**src/rtl/fbrf_fifo.sv**
```systemverilog
// ----------------------------------------------------------------------------
// fbrf_fifo
// Small register queue used between the engine's parts and on its output.
// ----------------------------------------------------------------------------
module fbrf_fifo #(
  parameter int WIDTH = 9,
  parameter int DEPTH = 4
) (
  input  logic             clk,
  input  logic             rst,
  input  logic             push,
  input  logic [WIDTH-1:0] wr_data,
  output logic             full,
  input  logic             pop,
  output logic [WIDTH-1:0] rd_data,
  output logic             empty
);

  localparam int PW = (DEPTH > 1) ? $clog2(DEPTH) : 1;
  localparam int CW = $clog2(DEPTH + 1);

  logic [WIDTH-1:0] slots [DEPTH];
  logic [PW-1:0]    wptr;
  logic [PW-1:0]    rptr;
  logic [CW-1:0]    count;
  logic             do_push;
  logic             do_pop;

  assign full    = (count == CW'(DEPTH));
  assign empty   = (count == '0);
  assign do_push = push && !full;
  assign do_pop  = pop && !empty;
  assign rd_data = slots[rptr];

  always_ff @(posedge clk) begin
    if (rst) begin
      wptr  <= '0;
      rptr  <= '0;
      count <= '0;
    end else begin
      if (do_push) begin
        wptr <= (wptr == PW'(DEPTH - 1)) ? '0 : wptr + 1'b1;
      end
      if (do_pop) begin
        rptr <= (rptr == PW'(DEPTH - 1)) ? '0 : rptr + 1'b1;
      end
      if (do_push && !do_pop) begin
        count <= count + 1'b1;
      end else if (do_pop && !do_push) begin
        count <= count - 1'b1;
      end
    end
  end

  always_ff @(posedge clk) begin
    if (do_push) begin
      slots[wptr] <= wr_data;
    end
  end

endmodule

```
**config.mk**
```make
export PLATFORM = sky130hd
export DESIGN_NAME = fbrf_fifo
export DESIGN_NICKNAME = d
export VERILOG_FILES = /design/src/rtl/fbrf_fifo.sv
export SDC_FILE = /design/constraint.sdc
export NUM_CORES = 1
export LEC_CHECK = 0
export BUFFER_PORTS_ARGS = -buffer_cell sky130_fd_sc_hd__buf_2
export CAP_MARGIN = 20
export CORE_AREA = 2 2 60 62
export CTS_BUF_LIST = sky130_fd_sc_hd__clkbuf_16
export CTS_CLUSTER_DIAMETER = 150
export CTS_CLUSTER_SIZE = 28
export DETAILED_ROUTE_END_ITERATION = 12
export DIE_AREA = 0 0 62 64
export PLACE_DENSITY_LB_ADDON = 0.12
export SYNTH_ARGS = -nofsm -noshare
export SYNTH_HDL_FRONTEND = slang
export SYNTH_SLANG_ARGS = --single-unit
```
**constraint.sdc**
```tcl
create_clock -name clk -period 2.5 [get_ports clk]
set_input_delay 0.5 -clock clk [delete_from_list [all_inputs] [get_ports clk]]
set_output_delay 0.5 -clock clk [all_outputs]
set_load 0.02 [all_outputs]
```
==> impl_metrics.ini <==
[min_path]
hold_depth = 1
hp-class = input pin to flip-flop
min_from = wr_data[8]
min_to = slots[1][8]$_DFFE_PP_

[critical_path]
rr_startpoint = count[0]$_SDFFE_PP0P_
path_class = flip-flop to flip-flop
crit_fanout = 7
critPathRequiredTime_ns = 2.71
arrival_ns = 2.48
endpoint_kind = flip-flop
r2r_cells = 9
startpoint_type = flip-flop
r2r-end = count[2]$_SDFFE_PP0P_
rrSetupSlack_ns = 0.23

[routing]
drt-initial-drc-count = 37
postRouteAntennaNets = 0
vias_per_cell = 5.27
routedWlPerCell_um = 15.7
drc = 0
dr.pass1.iters = 4
vias = 902
routed_wl_um = 2690

[cts]
cts-buffers-inserted = 5
cts_setup_buffers = 0
cts_root_buffer = clkbuf_16
insertion_delay_ns = 0.28
clkSlewWorstSetupHoldPaths_ns = 0.06
hold_buffers = 0
cts_tree = done
clockBufferDepth = 2
cts_resized = 0
htree_levels = 2
cts.sinks = 45

[pwr]
p_switching_uw = 618
clkPwrFrac_pct = 28.7
p_leak_uw = 0.000785
p_seq_share_pct = 45.4
p_sw_share_pct = 28.8
internal_power_uw = 1530
total_power_uw = 2150
power.share.combinational_pct = 25.9
ir_drop_mv = 0.539
powerDensity_nw_per_um2 = 1020

[synthesis]
syn_area_per_cell_um2 = 18.7
synth-main-ff-cell = edfxtp_1
syn_area_um2 = 1810
async_reset_ff_share_pct = 0
yosysUniqueCellTypes = 27
yosys_warnings = 0
yosysSeqAreaShare_pct = 69.6
ys_ff_latch = 45
synth_edf_count = 36
postSynthCellCount = 97
syn_nets = 117

[place]
hpwl_um = 1820
portBuffers = 23
gp_congestion = 0.743

[sta]
fin_skew_ns = 0.00662
rsz0062_at_grt = false
tightest_slew_ns = 0.475
timing.hold.ws_ns = 0.432
slew_viol_final = 0
finalSetupTns_ns = 0
min_period_ns = 2.27
period_share_pct = 90.9
slew_headroom_pct = 68.3
finalHoldViolCount = 0
clock.fmax_ghz = 0.440
setup_violations = 0

[die]
fp.dieW_um = 62
initial_utilization_pct = 55.2
core_area_um2 = 3280
row_count = 21
die_y_um = 64
num_io_pins = 24
die_area_um2 = 3970

[flow_run]
drv_cap = 0

[grt]
grt_pass1_wl_um = 4310
grt.overflow.total = 0
grt_max_degree = 15
grt_pass1_vias = 897
grt.total_usage_pct = 15.9
antenna_found_initial = 0

[run_status]
status = complete, no violations

[layout]
area_growth_pct = 16.5
mostFrequentLayoutCells = 36 x edfxtp_1, 23 x buf_2, 9 x mux4_2, 9 x dfxtp_1, 6 x ha_1
post-route-util_pct = 64.3
final_common_cell = edfxtp_1
drive_gt1_share_pct = 36.8
num-fill-cells = 253
diodes = 0
layout.nets = 144
==> cell families after synthesis <==
family          share of synthesized area, %
compound gates                          2.97
xor+xnor                               0.967
fa+ha+maj                               5.25
buf+inv                                 3.80
flops                                   69.6
mux                                     12.3
simple gates                            5.11
==> critical path: stages (launching register included) <==
cell      delay (ns)
dfxtp_1         0.45
or3b_1          0.36
clkinv_8        0.08
nor2_4          0.10
ha_1            0.19
inv_1           0.06
fa_1            0.37
xor2_1          0.16
or3_1           0.30
a21oi_1         0.13
==> layer usage <==
layer  GRT usage (%)  part of all wire, %  up-vias
met3            6.28                  5.1        5
li1                -                    -      427
met2            26.0                   53       24
met4            6.38                  1.8        0
met5               0                    0        -
met1            18.1                   40      446
==> metrics by stage <==
stage / cells / worst slack, ns / cell area (um^2)
2_1_floorplan: 97 / 0.440 / 1810
4_1_cts: 171 / 0.212 / 2110
5_1_grt: 171 / 0.0866 / 2110
3_5_place_dp: 163 / 0.210 / 1970
6_report: 171 / 0.229 / 2110
3_3_place_gp: 163 / 0.307 / 1970
==> power by group through the flow <==
stage	Sequential, uW	Combinational (uW)	Clock [uW]
5_1_grt	985	615	658
2_1_floorplan	967	434	0
6_report	974	556	616
3_5_place_dp	991	562	0
3_3_place_gp	983	548	0
4_1_cts	976	569	631
==> how the worst max path moves through the flow <==
stage	endpoint	slack, ns	start
6_report	count[2]$_SDFFE_PP0P_	0.23	count[0]$_SDFFE_PP0P_
5_1_grt	count[2]$_SDFFE_PP0P_	0.09	count[0]$_SDFFE_PP0P_
4_1_cts	count[2]$_SDFFE_PP0P_	0.21	count[0]$_SDFFE_PP0P_
3_5_place_dp	count[2]$_SDFFE_PP0P_	0.21	count[0]$_SDFFE_PP0P_
3_3_place_gp	count[2]$_SDFFE_PP0P_	0.31	count[0]$_SDFFE_PP0P_
2_1_floorplan	count[2]$_SDFFE_PP0P_	0.44	count[0]$_SDFFE_PP0P_
==> synth_stat cells (2+ instances only) <==
cell	n	area (um^2)
a21oi_1	2	10.0
nand3_1	2	10.0
or3_1	2	12.5
o31ai_2	2	25.0
nor2_1	3	11.3
inv_1	3	11.3
dfxtp_1	9	180
ha_1	6	75.1
nor3_1	2	10.0
mux2i_1	2	20.0
xor2_1	2	17.5
mux4_2	9	203
edfxtp_1	36	1080
and3_1	4	25.0
==> final cells by class <==
class                   count  area (um^2)  share of cell area (%)
multi-input cells          43          482                    22.8
flip-flops and latches     45         1260                    59.8
clock inverters             3         17.5                   0.830
well taps                  46         57.6                    2.73
inverters                   5         45.0                    2.13
repair buffers             24          123                    5.81
clock buffers               5          125                    5.93
==> state kept, by name, indices dropped and copies added (netlist names), named ones only <==
register and flops:
count 3, rptr 2, slots 36, wptr 2
Note: power is estimated with default switching activity, not from simulation.
