[config.mk]
export PLATFORM = sky130hd
export DESIGN_NAME = fbrf_front
export DESIGN_NICKNAME = d
export VERILOG_FILES = /design/src/rtl/fbrf_pkg.sv /design/src/rtl/fbrf_front.sv
export SDC_FILE = /design/constraint.sdc
export NUM_CORES = 1
export LEC_CHECK = 0
export BUFFER_PORTS_ARGS = -buffer_cell sky130_fd_sc_hd__buf_2
export CORE_ASPECT_RATIO = 0.5
export CORE_MARGIN = 5
export CORE_UTILIZATION = 35
export CTS_CLUSTER_DIAMETER = 50
export DETAILED_ROUTE_END_ITERATION = 10
export HOLD_SLACK_MARGIN = 0.15
export PLACE_DENSITY_LB_ADDON = 0.25
export REMOVE_ABC_BUFFERS = 1
export SYNTH_ARGS = -nofsm -noshare
export SYNTH_HDL_FRONTEND = slang
export SYNTH_SLANG_ARGS = --single-unit
[constraint.sdc]
create_clock -name clk -period 7.3 [get_ports clk]
set_input_delay 0.73 -clock clk [delete_from_list [all_inputs] [get_ports clk]]
set_output_delay 0.73 -clock clk [all_outputs]
set_load 0.005 [all_outputs]
[src/rtl/fbrf_pkg.sv]
// ----------------------------------------------------------------------------
// fbrf_pkg
// Shared types and codes of the rectangle fill engine: request codes,
// register indexes, the classified command word and the result word.
// ----------------------------------------------------------------------------
package fbrf_pkg;

  // Request codes as they arrive on req_type.
  localparam logic [2:0] REQ_WRITE  = 3'd0;
  localparam logic [2:0] REQ_READ   = 3'd1;
  localparam logic [2:0] REQ_FILL   = 3'd2;
  localparam logic [2:0] REQ_INVERT = 3'd3;
  localparam logic [2:0] REQ_CLEAR  = 3'd4;

  // Configuration register indexes.
  localparam int          CFG_INDEX_W      = 4;
  localparam logic [3:0]  REG_LINE_WIDTH   = 4'd0;
  localparam logic [3:0]  REG_FRAME_HEIGHT = 4'd1;
  localparam int          CFG_DATA_W       = 9;

  // Coordinates inside the engine cover a full line of up to 511 pixels.
  localparam int COORD_W = 9;
  // Widest pixel address that a 511 by 511 frame can produce.
  localparam int ADDR_W  = 18;

  // Queue depths between front, back and the result side.
  localparam int CMDQ_DEPTH = 4;
  localparam int RESQ_DEPTH = 2;

  // Operations after classification; a clear becomes a full-frame fill.
  typedef enum logic [2:0] {
    OP_WRITE  = 3'd0,
    OP_READ   = 3'd1,
    OP_FILL   = 3'd2,
    OP_INVERT = 3'd3,
    OP_REJECT = 3'd4
  } op_t;

  typedef struct packed {
    op_t                op;
    logic [COORD_W-1:0] x_first;
    logic [COORD_W-1:0] x_last;
    logic [COORD_W-1:0] y_first;
    logic [COORD_W-1:0] y_last;
    logic [7:0]         color;
    logic [ADDR_W-1:0]  addr;
  } cmd_t;

  typedef struct packed {
    logic [7:0] read_value;
    logic       status;
  } res_t;

endpackage

[src/rtl/fbrf_front.sv]
// ----------------------------------------------------------------------------
// fbrf_front
// Holds the frame registers, checks each request against the frame and
// turns it into a command word with its start address.
// ----------------------------------------------------------------------------
module fbrf_front #(
  parameter int MAX_WIDTH  = 256,
  parameter int MAX_HEIGHT = 256
) (
  input  logic                              clk,
  input  logic                              rst,
  input  logic                              cfg_we,
  input  logic [fbrf_pkg::CFG_INDEX_W-1:0]  cfg_index,
  input  logic [fbrf_pkg::CFG_DATA_W-1:0]   cfg_data,
  input  logic [2:0]                        req_type,
  input  logic [7:0]                        x_first,
  input  logic [7:0]                        y_first,
  input  logic [7:0]                        x_last,
  input  logic [7:0]                        y_last,
  input  logic [7:0]                        color,
  output fbrf_pkg::cmd_t                    cmd,
  output logic [fbrf_pkg::COORD_W-1:0]      stride
);

  logic [8:0] line_width;
  logic [8:0] frame_height;
  logic [8:0] w_eff;
  logic [8:0] h_eff;
  logic       pix_bad;
  logic       rect_bad;

  always_ff @(posedge clk) begin
    if (rst) begin
      line_width   <= 9'd256;
      frame_height <= 9'd256;
    end else if (cfg_we) begin
      case (cfg_index)
        fbrf_pkg::REG_LINE_WIDTH:   line_width   <= cfg_data;
        fbrf_pkg::REG_FRAME_HEIGHT: frame_height <= cfg_data;
        default: ;
      endcase
    end
  end

  // Registers outside their range are used clamped; zero counts as one.
  always_comb begin
    if (line_width == '0) begin
      w_eff = 9'd1;
    end else if (32'(line_width) > MAX_WIDTH) begin
      w_eff = 9'(MAX_WIDTH);
    end else begin
      w_eff = line_width;
    end
    if (frame_height == '0) begin
      h_eff = 9'd1;
    end else if (32'(frame_height) > MAX_HEIGHT) begin
      h_eff = 9'(MAX_HEIGHT);
    end else begin
      h_eff = frame_height;
    end
  end

  assign stride   = w_eff;
  assign pix_bad  = ({1'b0, x_first} >= w_eff) || ({1'b0, y_first} >= h_eff);
  assign rect_bad = (x_last < x_first) || (y_last < y_first) ||
                    ({1'b0, x_last} >= w_eff) || ({1'b0, y_last} >= h_eff);

  always_comb begin
    cmd.x_first = {1'b0, x_first};
    cmd.x_last  = {1'b0, x_last};
    cmd.y_first = {1'b0, y_first};
    cmd.y_last  = {1'b0, y_last};
    cmd.color   = color;
    cmd.addr    = fbrf_pkg::ADDR_W'(w_eff) * fbrf_pkg::ADDR_W'(y_first)
                + fbrf_pkg::ADDR_W'(x_first);
    case (req_type)
      fbrf_pkg::REQ_WRITE:  cmd.op = pix_bad  ? fbrf_pkg::OP_REJECT : fbrf_pkg::OP_WRITE;
      fbrf_pkg::REQ_READ:   cmd.op = pix_bad  ? fbrf_pkg::OP_REJECT : fbrf_pkg::OP_READ;
      fbrf_pkg::REQ_FILL:   cmd.op = rect_bad ? fbrf_pkg::OP_REJECT : fbrf_pkg::OP_FILL;
      fbrf_pkg::REQ_INVERT: cmd.op = rect_bad ? fbrf_pkg::OP_REJECT : fbrf_pkg::OP_INVERT;
      fbrf_pkg::REQ_CLEAR: begin
        // The whole frame, walked as one rectangle, covers 0 .. w*h-1.
        cmd.op      = fbrf_pkg::OP_FILL;
        cmd.x_first = '0;
        cmd.y_first = '0;
        cmd.x_last  = w_eff - 1'b1;
        cmd.y_last  = h_eff - 1'b1;
        cmd.addr    = '0;
      end
      default: cmd.op = fbrf_pkg::OP_REJECT;
    endcase
  end

endmodule

==> results of run 1 <==
where the power goes:
group	switching, mW	leakage, nW	total, mW	internal, mW
Sequential	0.00250	0.145	0.102	0.0997
Combinational	0.0960	2.97	0.166	0.0697
Clock	0.0372	0.0442	0.121	0.0834
layout make-up:
class | count | area [um2]
inverters | 98 | 370
multi-input cells | 522 | 4180
repair buffers | 117 | 593
fillers | 1531 | 8470
flip-flops and latches | 18 | 360
well taps | 198 | 248
clock buffers | 4 | 88.8
per-layer routing:
| metal | vias to the layer above | GRT usage (%) |
|---|---|---|
| li1 | 2370 | - |
| met1 | 2198 | 24.3 |
| met2 | 123 | 28.1 |
| met3 | 10 | 1.68 |
| met4 | 0 | 2.08 |
| met5 | - | 0 |
Yosys cell counts (3+ instances only):
library cell	number	area, um2
o21bai_1	3	22.5
and3_1	3	18.8
clkinv_1	5	18.8
nand4_1	5	31.3
nand2b_1	7	43.8
nand2_1	70	263
nand3_1	6	30.0
nor2_1	107	402
o21ai_0	28	140
nor3_1	14	70.1
clkbuf_1	17	63.8
buf_4	11	82.6
ha_1	90	1130
a31oi_1	3	18.8
buf_2	3	15.0
inv_1	87	327
mux2i_1	17	170
or3_1	5	31.3
a211oi_1	7	52.6
a21oi_1	33	165
a21o_1	6	45.0
fa_1	50	1000
inv_2	5	18.8
a211o_1	5	43.8
o21a_1	5	37.5
and2_1	6	37.5
o31ai_1	3	22.5
xnor2_1	11	96.3
nor2b_1	12	75.1
dfxtp_1	18	360
how the worst max path moves through the flow:
stage	slack [ps]	start	end
floorplan	1690	line_width[5]$_SDFFE_PP0P_	cmd[17]
global placement	1210	line_width[8]$_SDFFE_PP1P_	cmd[15]
detailed placement	1090	line_width[8]$_SDFFE_PP1P_	cmd[15]
CTS	820	line_width[8]$_SDFFE_PP1P_	cmd[15]
global route	490	line_width[8]$_SDFFE_PP1P_	cmd[15]
finish	830	line_width[8]$_SDFFE_PP1P_	cmd[15]
cell families after synthesis:
logic type,after synthesis,share of synthesized area (%)
AOI/OAI and AO/OA,105,12.7
xor gates and xnor gates,12,2.08
adders and majority gates,140,42.0
buffers and inverters,129,10.5
DFF,18,7.12
muxes,19,3.81
other,1,0.0741
and+or+nand+nor,244,21.7
flip-flops by register name, summed over array words and instances, names as in the netlist:
signal,count
line_width,9
frame_height,9
per-stage QoR:
step	hold slack [ps]	cell area (um2)
after global placement	505	5750
after detailed placement	522	5750
final	536	5840
after global routing	586	5840
after floorplan	480	4900
after CTS	536	5840
placed cells by master (no fill, tap or decap), types with 6 or more instances in the layout:
master    instances
buf_2           114
xnor2_1          11
nand2b_1          7
mux2i_1          17
and2_1            6
fa_1             50
nand2_1          70
dfxtp_1          18
a21oi_1          33
a211oi_1          7
ha_1             90
nor3_1           14
o21ai_0          28
nor2_1          107
inv_1            87
a21o_1            6
nor2b_1          12
nand3_1           6
worst max-delay path, stage by stage, from the launching register on:
cell and delay, ps:
dfxtp_1 510, nor2b_1 640, inv_1 340, nor2_1 230, fa_1 440, fa_1 520, fa_1 550, inv_1 50
fa_1 520, inv_1 40, ha_1 200, or3_1 380, o31ai_1 420, a31oi_1 190, o31ai_1 270, buf_2 170
==> flow_metrics.tcl, run 1 <==
set metrics [dict create \
    grt_max_degree 22 \
    met3_wirelength_um 557 \
    worstSetupPathType "register to output pin" \
    fin_cells 957 \
    cts_max_path_buffers 2 \
    min_path_type "register to register" \
    grt_util_all_layers_pct 16.8 \
    tns_ps 0 \
    antenna_found_initial 0 \
    place_inst 953 \
    num_antenna_cells 0 \
    ioPinCount 133 \
    worst_slew_pin_slew_ps 690 \
    die-area_um2 17100 \
    initial_core_util_pct 35.4 \
    synthFlopType "dfxtp_1" \
    drtPass1Iterations 5 \
    synth_edf_count 0 \
    fin_ws_ps 830 \
    die_h_um 95.0 \
    fin_crit_ps 6470 \
    relSlewSlack_pct 53.9 \
    grt_first_pass_wirelength_um 23700 \
    ys_ff_latch 18 \
    worstSkewPairLatency_ps 250 \
    core_um2 14300 \
    grt_pass1_vias 4661 \
    cts_tree "yes" \
    drc 0 \
    rrSetupSlack_ps 5970 \
    cts.repair.resized 0 \
    dp_hpwl_um 12900 \
    vias 4701 \
    areaGrowthSynthToFinish_pct 15.4 \
    nets 959 \
    worst_setup_path_start_kind "register" \
    root_buffer "clkbuf_16" \
    synth_area_um2 5060 \
    yosys_warnings 0 \
    status "complete, no violations" \
    holdPathStages 2 \
    grt-ovfl-total 0 \
    async_flop_share_pct 0 \
    drive_gt1_share_pct 17.8 \
    skew_ps 0 \
    synth.avg_cell_area_um2 7.58 \
    htree_levels 1 \
    worstPathMaxFanout 14 \
    gp_congestion 0.914 \
    drt_iter0_drc 232 \
    viasPerCell 4.91 \
    hold_end "frame_height[0]$_SDFFE_PP0P_" \
    slew_viol_final 0 \
    cts_hold_buf 0 \
    hold_start "frame_height[0]$_SDFFE_PP0P_" \
    drt-met1-wl_um 7460 \
    cp-end-kind "output pin" \
    power-per-cell-area_nw_per_um2 66.5 \
    power_mw 0.388 \
    critPathArrivalTime_ps 5740 \
    rr_startpoint "line_width[8]$_SDFFE_PP1P_" \
    portBuffers 114 \
    fp.dieW_um 180 \
    netlist-cell-type-count 51 \
    utilization_pct 40.8 \
    grt_setup_unrepaired "no" \
    post_cts_buffers 0 \
    cts_sinks 18 \
    place_ws_ps 1090 \
    clkTransAtPathRegs_ps 50 \
    setup_viol 0 \
    num_rows 31 \
    maxCapViolCount 0 \
    syn_inst 668 \
    crit_required_ps 6570 \
    r2r-end "line_width[8]$_SDFFE_PP1P_" \
    fin_crit_sh_pct 88.6 \
    p_leak_nw 3.16 \
    numCtsBuffers 3 \
    rr_worst_depth 3 \
    routed_wl_um 14700 \
    finalHoldViolations 0 \
    top_layer_used "met4" \
    antenna_left 0 \
    fmax_mhz 155 \
    ys_seq_area_share_pct 7.12 \
    vdd_drop_max_mv 0.108 \
    drt-wirelength-per-cell_um 15.4 \
    dr_wl_met2_um 6560 \
]
(Power assumes the default switching activity.)
==> inputs of run 2 (changes only) <==
Settings changed: CELL_PAD_IN_SITES_DETAIL_PLACEMENT set to 0, CELL_PAD_IN_SITES_GLOBAL_PLACEMENT set to 1.
Clock period 7.3 ns to 5.7 ns, I/O delays scaled along.
==> flow_metrics.tcl, run 2 (synthesis results as in run 1) <==
set metrics [dict create \
    htree_levels 1 \
    worstSkewPairLatency_ps 240 \
    fin_crit_ps 5530 \
    slew_viol_final 0 \
    rr_startpoint "line_width[8]$_SDFFE_PP1P_" \
    reg.largest.list "frame_height: 9 flops, line_width: 9 flops" \
    setup_viol 0 \
    worst_slew_pin_slew_ps 505 \
    drc 0 \
    skew_ps 0 \
    grt-ovfl-total 0 \
    clkTransAtPathRegs_ps 50 \
    drtPass1Iterations 5 \
    grt_util_all_layers_pct 17.8 \
    core_um2 14300 \
    cts_hold_buf 0 \
    nets 994 \
    grt_max_degree 40 \
    utilization_pct 43.7 \
    whs_ps 548 \
    root_buffer "clkbuf_16" \
    postPlaceCellArea_um2 5990 \
    finalHoldViolations 0 \
    power_mw 0.490 \
    hold_start "cfg_data[8]" \
    worst_setup_path_start_kind "register" \
    fin_cells 991 \
    num_rows 31 \
    antenna_left 0 \
    p_sw_share_pct 35.1 \
    cp-end-kind "output pin" \
    crit_required_ps 5130 \
    routed_wl_um 15400 \
    die_h_um 95.0 \
    p_switching_mw 0.172 \
    cts_sinks 18 \
    final_cell_mix "buf_2, nor2_1, ha_1, inv_1, nand2_1" \
    grt_first_pass_wirelength_um 24800 \
    n_fill_cell 1499 \
    antenna_found_initial 0 \
    numCtsBuffers 3 \
    maxCapViolCount 0 \
    power-per-cell-area_nw_per_um2 78.3 \
    areaGrowthSynthToFinish_pct 23.7 \
    final_area_um2 6260 \
    portBuffers 114 \
    place_inst 985 \
    p_int_mw 0.318 \
    gp_congestion 0.857 \
    p_clk_share_pct 27.0 \
    vdd_drop_max_mv 0.155 \
    grt_pass1_vias 4780 \
    critPathArrivalTime_ps 4960 \
    cts_tree "yes" \
    min_path_type "input pin to register" \
    vias 4806 \
    dp_hpwl_um 13100 \
    cp-startpoint "line_width[5]$_SDFFE_PP0P_" \
    ioPinCount 133 \
    worstPathMaxFanout 4 \
    drt_iter0_drc 188 \
    die-area_um2 17100 \
    viasPerCell 4.85 \
    cts_max_path_buffers 2 \
    status "complete, no violations" \
    num_antenna_cells 0 \
    worstSetupPathType "register to output pin" \
    final_common_cell "buf_2" \
    drive_gt1_share_pct 25.9 \
    p_leak_nw 3.34 \
    initial_core_util_pct 35.4 \
    p_comb_share_pct 46.3 \
    relSlewSlack_pct 65.9 \
    fin_crit_sh_pct 97.0 \
    fp.dieW_um 180 \
    drt-wirelength-per-cell_um 15.5 \
    fmax_mhz 181 \
    seq_power_share_pct 26.7 \
]
-- run 2: changes by cell type in the layout (fill, tap and decap cells not counted), sizes merged --
cell	before	now
buf	117	152
clkbuf	4	3
clkinv	5	4
inv	93	94
-- run 2: timing repair --
item | in CTS | in global routing
resized for setup | 13 | 33
pin swaps | 15 | 17
setup buffers | 2 | 1
setup endpoints to repair | 4 | 9
cloned | 0 | 0
-- run 2: cell type report --
class / count / area, um2 / area share [%]
well taps: 198 / 248 / 3.96
flip-flops and latches: 18 / 364 / 5.82
repair buffers: 152 / 863 / 13.8
clock buffers: 3 / 75.1 / 1.20
multi-input cells: 522 / 4330 / 69.3
inverters: 98 / 374 / 5.98
-- run 2: worst paths after layout --
| path | endpoint | slack, ps | cells past startpoint |
|---|---|---|---|
| worst max-delay path | cmd[17] | 170 | 21 |
| worst min-delay path | line_width[8]$_SDFFE_PP1P_ | 550 | 2 |
| worst max register to register | line_width[8]$_SDFFE_PP1P_ | 4480 | 5 |
| worst min register to register | frame_height[0]$_SDFFE_PP0P_ | 550 | 2 |
-- run 2: power groups by stage --
stage | logic (mW) | clock network [mW] | registers, mW
2_1_floorplan | 0.121 | 0 | 0.133
3_3_place_gp | 0.220 | 0 | 0.133
3_5_place_dp | 0.222 | 0 | 0.133
4_1_cts | 0.225 | 0.138 | 0.131
5_1_grt | 0.260 | 0.145 | 0.131
6_report | 0.227 | 0.132 | 0.131
-- run 2: worst max-delay path, stage by stage (launching register included) --
cell,delay (ps)
dfxtp_1,300
or4_4,550
nor4_4,190
nor2_4,70
nor2_8,100
nand2_4,70
fa_2,330
inv_2,60
fa_1,430
fa_1,510
inv_1,50
fa_1,530
inv_1,70
ha_4,290
o21ai_2,70
a211oi_2,320
o31ai_4,130
buf_6,140
a21oi_2,140
o22ai_2,80
mux2i_1,150
buf_2,130
-- run 2: per-stage QoR --
step	setup TNS, ps	setup slack [ps]
after floorplan	0	249
after global placement	0	109
after detailed placement	0	81.1
after CTS	0	5.44
after global routing	-98.5	-58.7
final	0	171
-- run 2: metal layers --
layer,wire length (um),vias to the layer above,global-route usage (%)
met5,0,-,0
met4,159,0,2.45
met3,730,13,2.52
met2,6720,118,29.1
met1,7740,2235,25.8
li1,-,2440,-
==> inputs of run 3 (changes only) <==
--- a/config.mk
+++ b/config.mk
@@ -17,4 +17,5 @@
 export PLACE_DENSITY_LB_ADDON = 0.25
 export REMOVE_ABC_BUFFERS = 1
+export SLEW_MARGIN = 20
 export SYNTH_ARGS = -nofsm -noshare
 export SYNTH_HDL_FRONTEND = slang
==> constraint.sdc (replaced) <==
create_clock -name clk -period 5.7 [get_ports clk]
set_input_delay 1.14 -clock clk [delete_from_list [all_inputs] [get_ports clk]]
set_output_delay 1.14 -clock clk [all_outputs]
set_load 0.005 [all_outputs]
==> flow_metrics.tcl, run 3 (synthesis results as in run 1) <==
set metrics [dict create \
    status "finished, violations left" \
    place_ws_ps -700 \
    grt_first_pass_wirelength_um 26600 \
    fin_crit_sh_pct 107 \
    dp_hpwl_um 14400 \
    grt_setup_unrepaired "yes" \
    relSlewSlack_pct 30.5 \
    vias 5121 \
    worstSkewPairLatency_ps 240 \
    crit_path_top_delay_cell "fa_1" \
    whs_ps 534 \
    drtPass1Iterations 5 \
    areaGrowthSynthToFinish_pct 41.4 \
    core_um2 14300 \
    fin_cells 1066 \
    violations "setup timing" \
    crit_family "adder cells" \
    cts_max_path_buffers 2 \
    fp.dieW_um 180 \
    numCtsBuffers 3 \
    clkTransAtPathRegs_ps 50 \
    skew_ps 0 \
    root_buffer "clkbuf_16" \
    cp_cell_sequence "buf_2, clkinv_4, nor2_2, fa_1, fa_1, fa_1, inv_2, fa_1, inv_1, ha_2, or3_4, o31ai_2, buf_4, a21oi_2, o22ai_2, mux2i_1, buf_2" \
    vdd_drop_max_mv 0.147 \
    final_common_cell "buf_2" \
    final_cell_mix "buf_2, buf_4, nor2_1, ha_1, inv_1" \
    worstSetupPathType "input pin to output pin" \
    die_h_um 95.0 \
    path_depth 17 \
    drt_iter0_drc 172 \
    die-area_um2 17100 \
    place_inst 1055 \
    worstPathMaxFanout 5 \
    critPathArrivalTime_ps 4970 \
    min_path_type "register to register" \
    antenna_left 0 \
    finalHoldViolations 0 \
    power-per-cell-area_nw_per_um2 77.3 \
    worst_slew_pin_slew_ps 1040 \
    reg.largest.list "frame_height: 9 flops, line_width: 9 flops" \
    portBuffers 114 \
    gp_congestion 0.878 \
    grt_pass1_vias 5218 \
    setup_viol 11 \
    num_rows 31 \
    fin_ws_ps -411 \
    maxCapViolCount 0 \
    num_antenna_cells 0 \
    cts_sinks 18 \
    routed_wl_um 16800 \
    crit_buf_inv 6 \
    rrSetupSlack_ps 4370 \
    slew_viol_final 0 \
    grt-ovfl-total 0 \
    holdPathStages 2 \
    viasPerCell 4.80 \
    antenna_found_initial 0 \
    nets 1068 \
    rr_worst_depth 5 \
    grt_max_degree 40 \
    fin_crit_ps 6110 \
    cts_tree "yes" \
    htree_levels 1 \
    grt_util_all_layers_pct 19.0 \
    initial_core_util_pct 35.4 \
    crit_required_ps 4560 \
    cts_hold_buf 0 \
    drt-wirelength-per-cell_um 15.8 \
    worst_setup_path_start_kind "input pin" \
    ioPinCount 133 \
    drive_gt1_share_pct 38.7 \
    fmax_mhz 164 \
    utilization_pct 50.0 \
    crit_top_cell "fa_1" \
    drc 0 \
    p_leak_nw 3.72 \
    cp-end-kind "output pin" \
    max_stage_delay_ps 530 \
]
-- run 3: worst paths after layout --
| path | endpoint | startpoint |
|---|---|---|
| worst max-delay path | cmd[17] | y_first[6] |
| worst min register to register | frame_height[0]$_SDFFE_PP0P_ | frame_height[0]$_SDFFE_PP0P_ |
| worst min-delay path | frame_height[0]$_SDFFE_PP0P_ | frame_height[0]$_SDFFE_PP0P_ |
| worst max register to register | line_width[8]$_SDFFE_PP1P_ | line_width[8]$_SDFFE_PP1P_ |
-- run 3: power by group --
part	leakage, nW	total (mW)	internal [mW]	switching (mW)
Combinational	3.53	0.271	0.127	0.144
Sequential	0.146	0.130	0.128	0.00249
Clock	0.0442	0.152	0.107	0.0451
Total	3.72	0.553	0.362	0.192
-- run 3: per-layer routing --
| layer | up-vias | part of all wire, % | global-route usage, % |
|---|---|---|---|
| met5 | - | 0 | 0 |
| met2 | 110 | 45 | 32.1 |
| met4 | 0 | 0.69 | 1.95 |
| met1 | 2413 | 49 | 27.5 |
| li1 | 2590 | - | - |
| met3 | 8 | 4.6 | 1.91 |
-- run 3: area by class of cell --
cell class | instances | area [um2]
sequential | 18 | 362
multi-input combinational | 522 | 4590
clock buffer | 4 | 88.8
tap | 198 | 248
fill | 1437 | 7160
timing repair buffer | 226 | 1460
inverter | 98 | 407
-- run 3: through the flow --
step / cell area, um2 / power [mW] / TNS, ps
floorplan: 4900 / 0.253 / -1670
global placement: 6520 / 0.377 / -5780
detailed placement: 6520 / 0.380 / -6070
CTS: 6910 / 0.545 / -4000
global route: 7160 / 0.596 / -4600
finish: 7160 / 0.553 / -2920
-- run 3: worst register-to-register path: cells and delay by family (launching register included) --
family                 cells  cell delay (ps)
and+or+nand+nor            1               70
AOI/OAI and AO/OA          1              260
buffers and inverters      3              490
DFF                        1              400
-- run 3: timing repair --
item | CTS | global route
endpoints found under the setup margin | 12 | 13
pin swaps | 42 | 36
buffers inserted | 7 | 0
resized for setup | 73 | 73
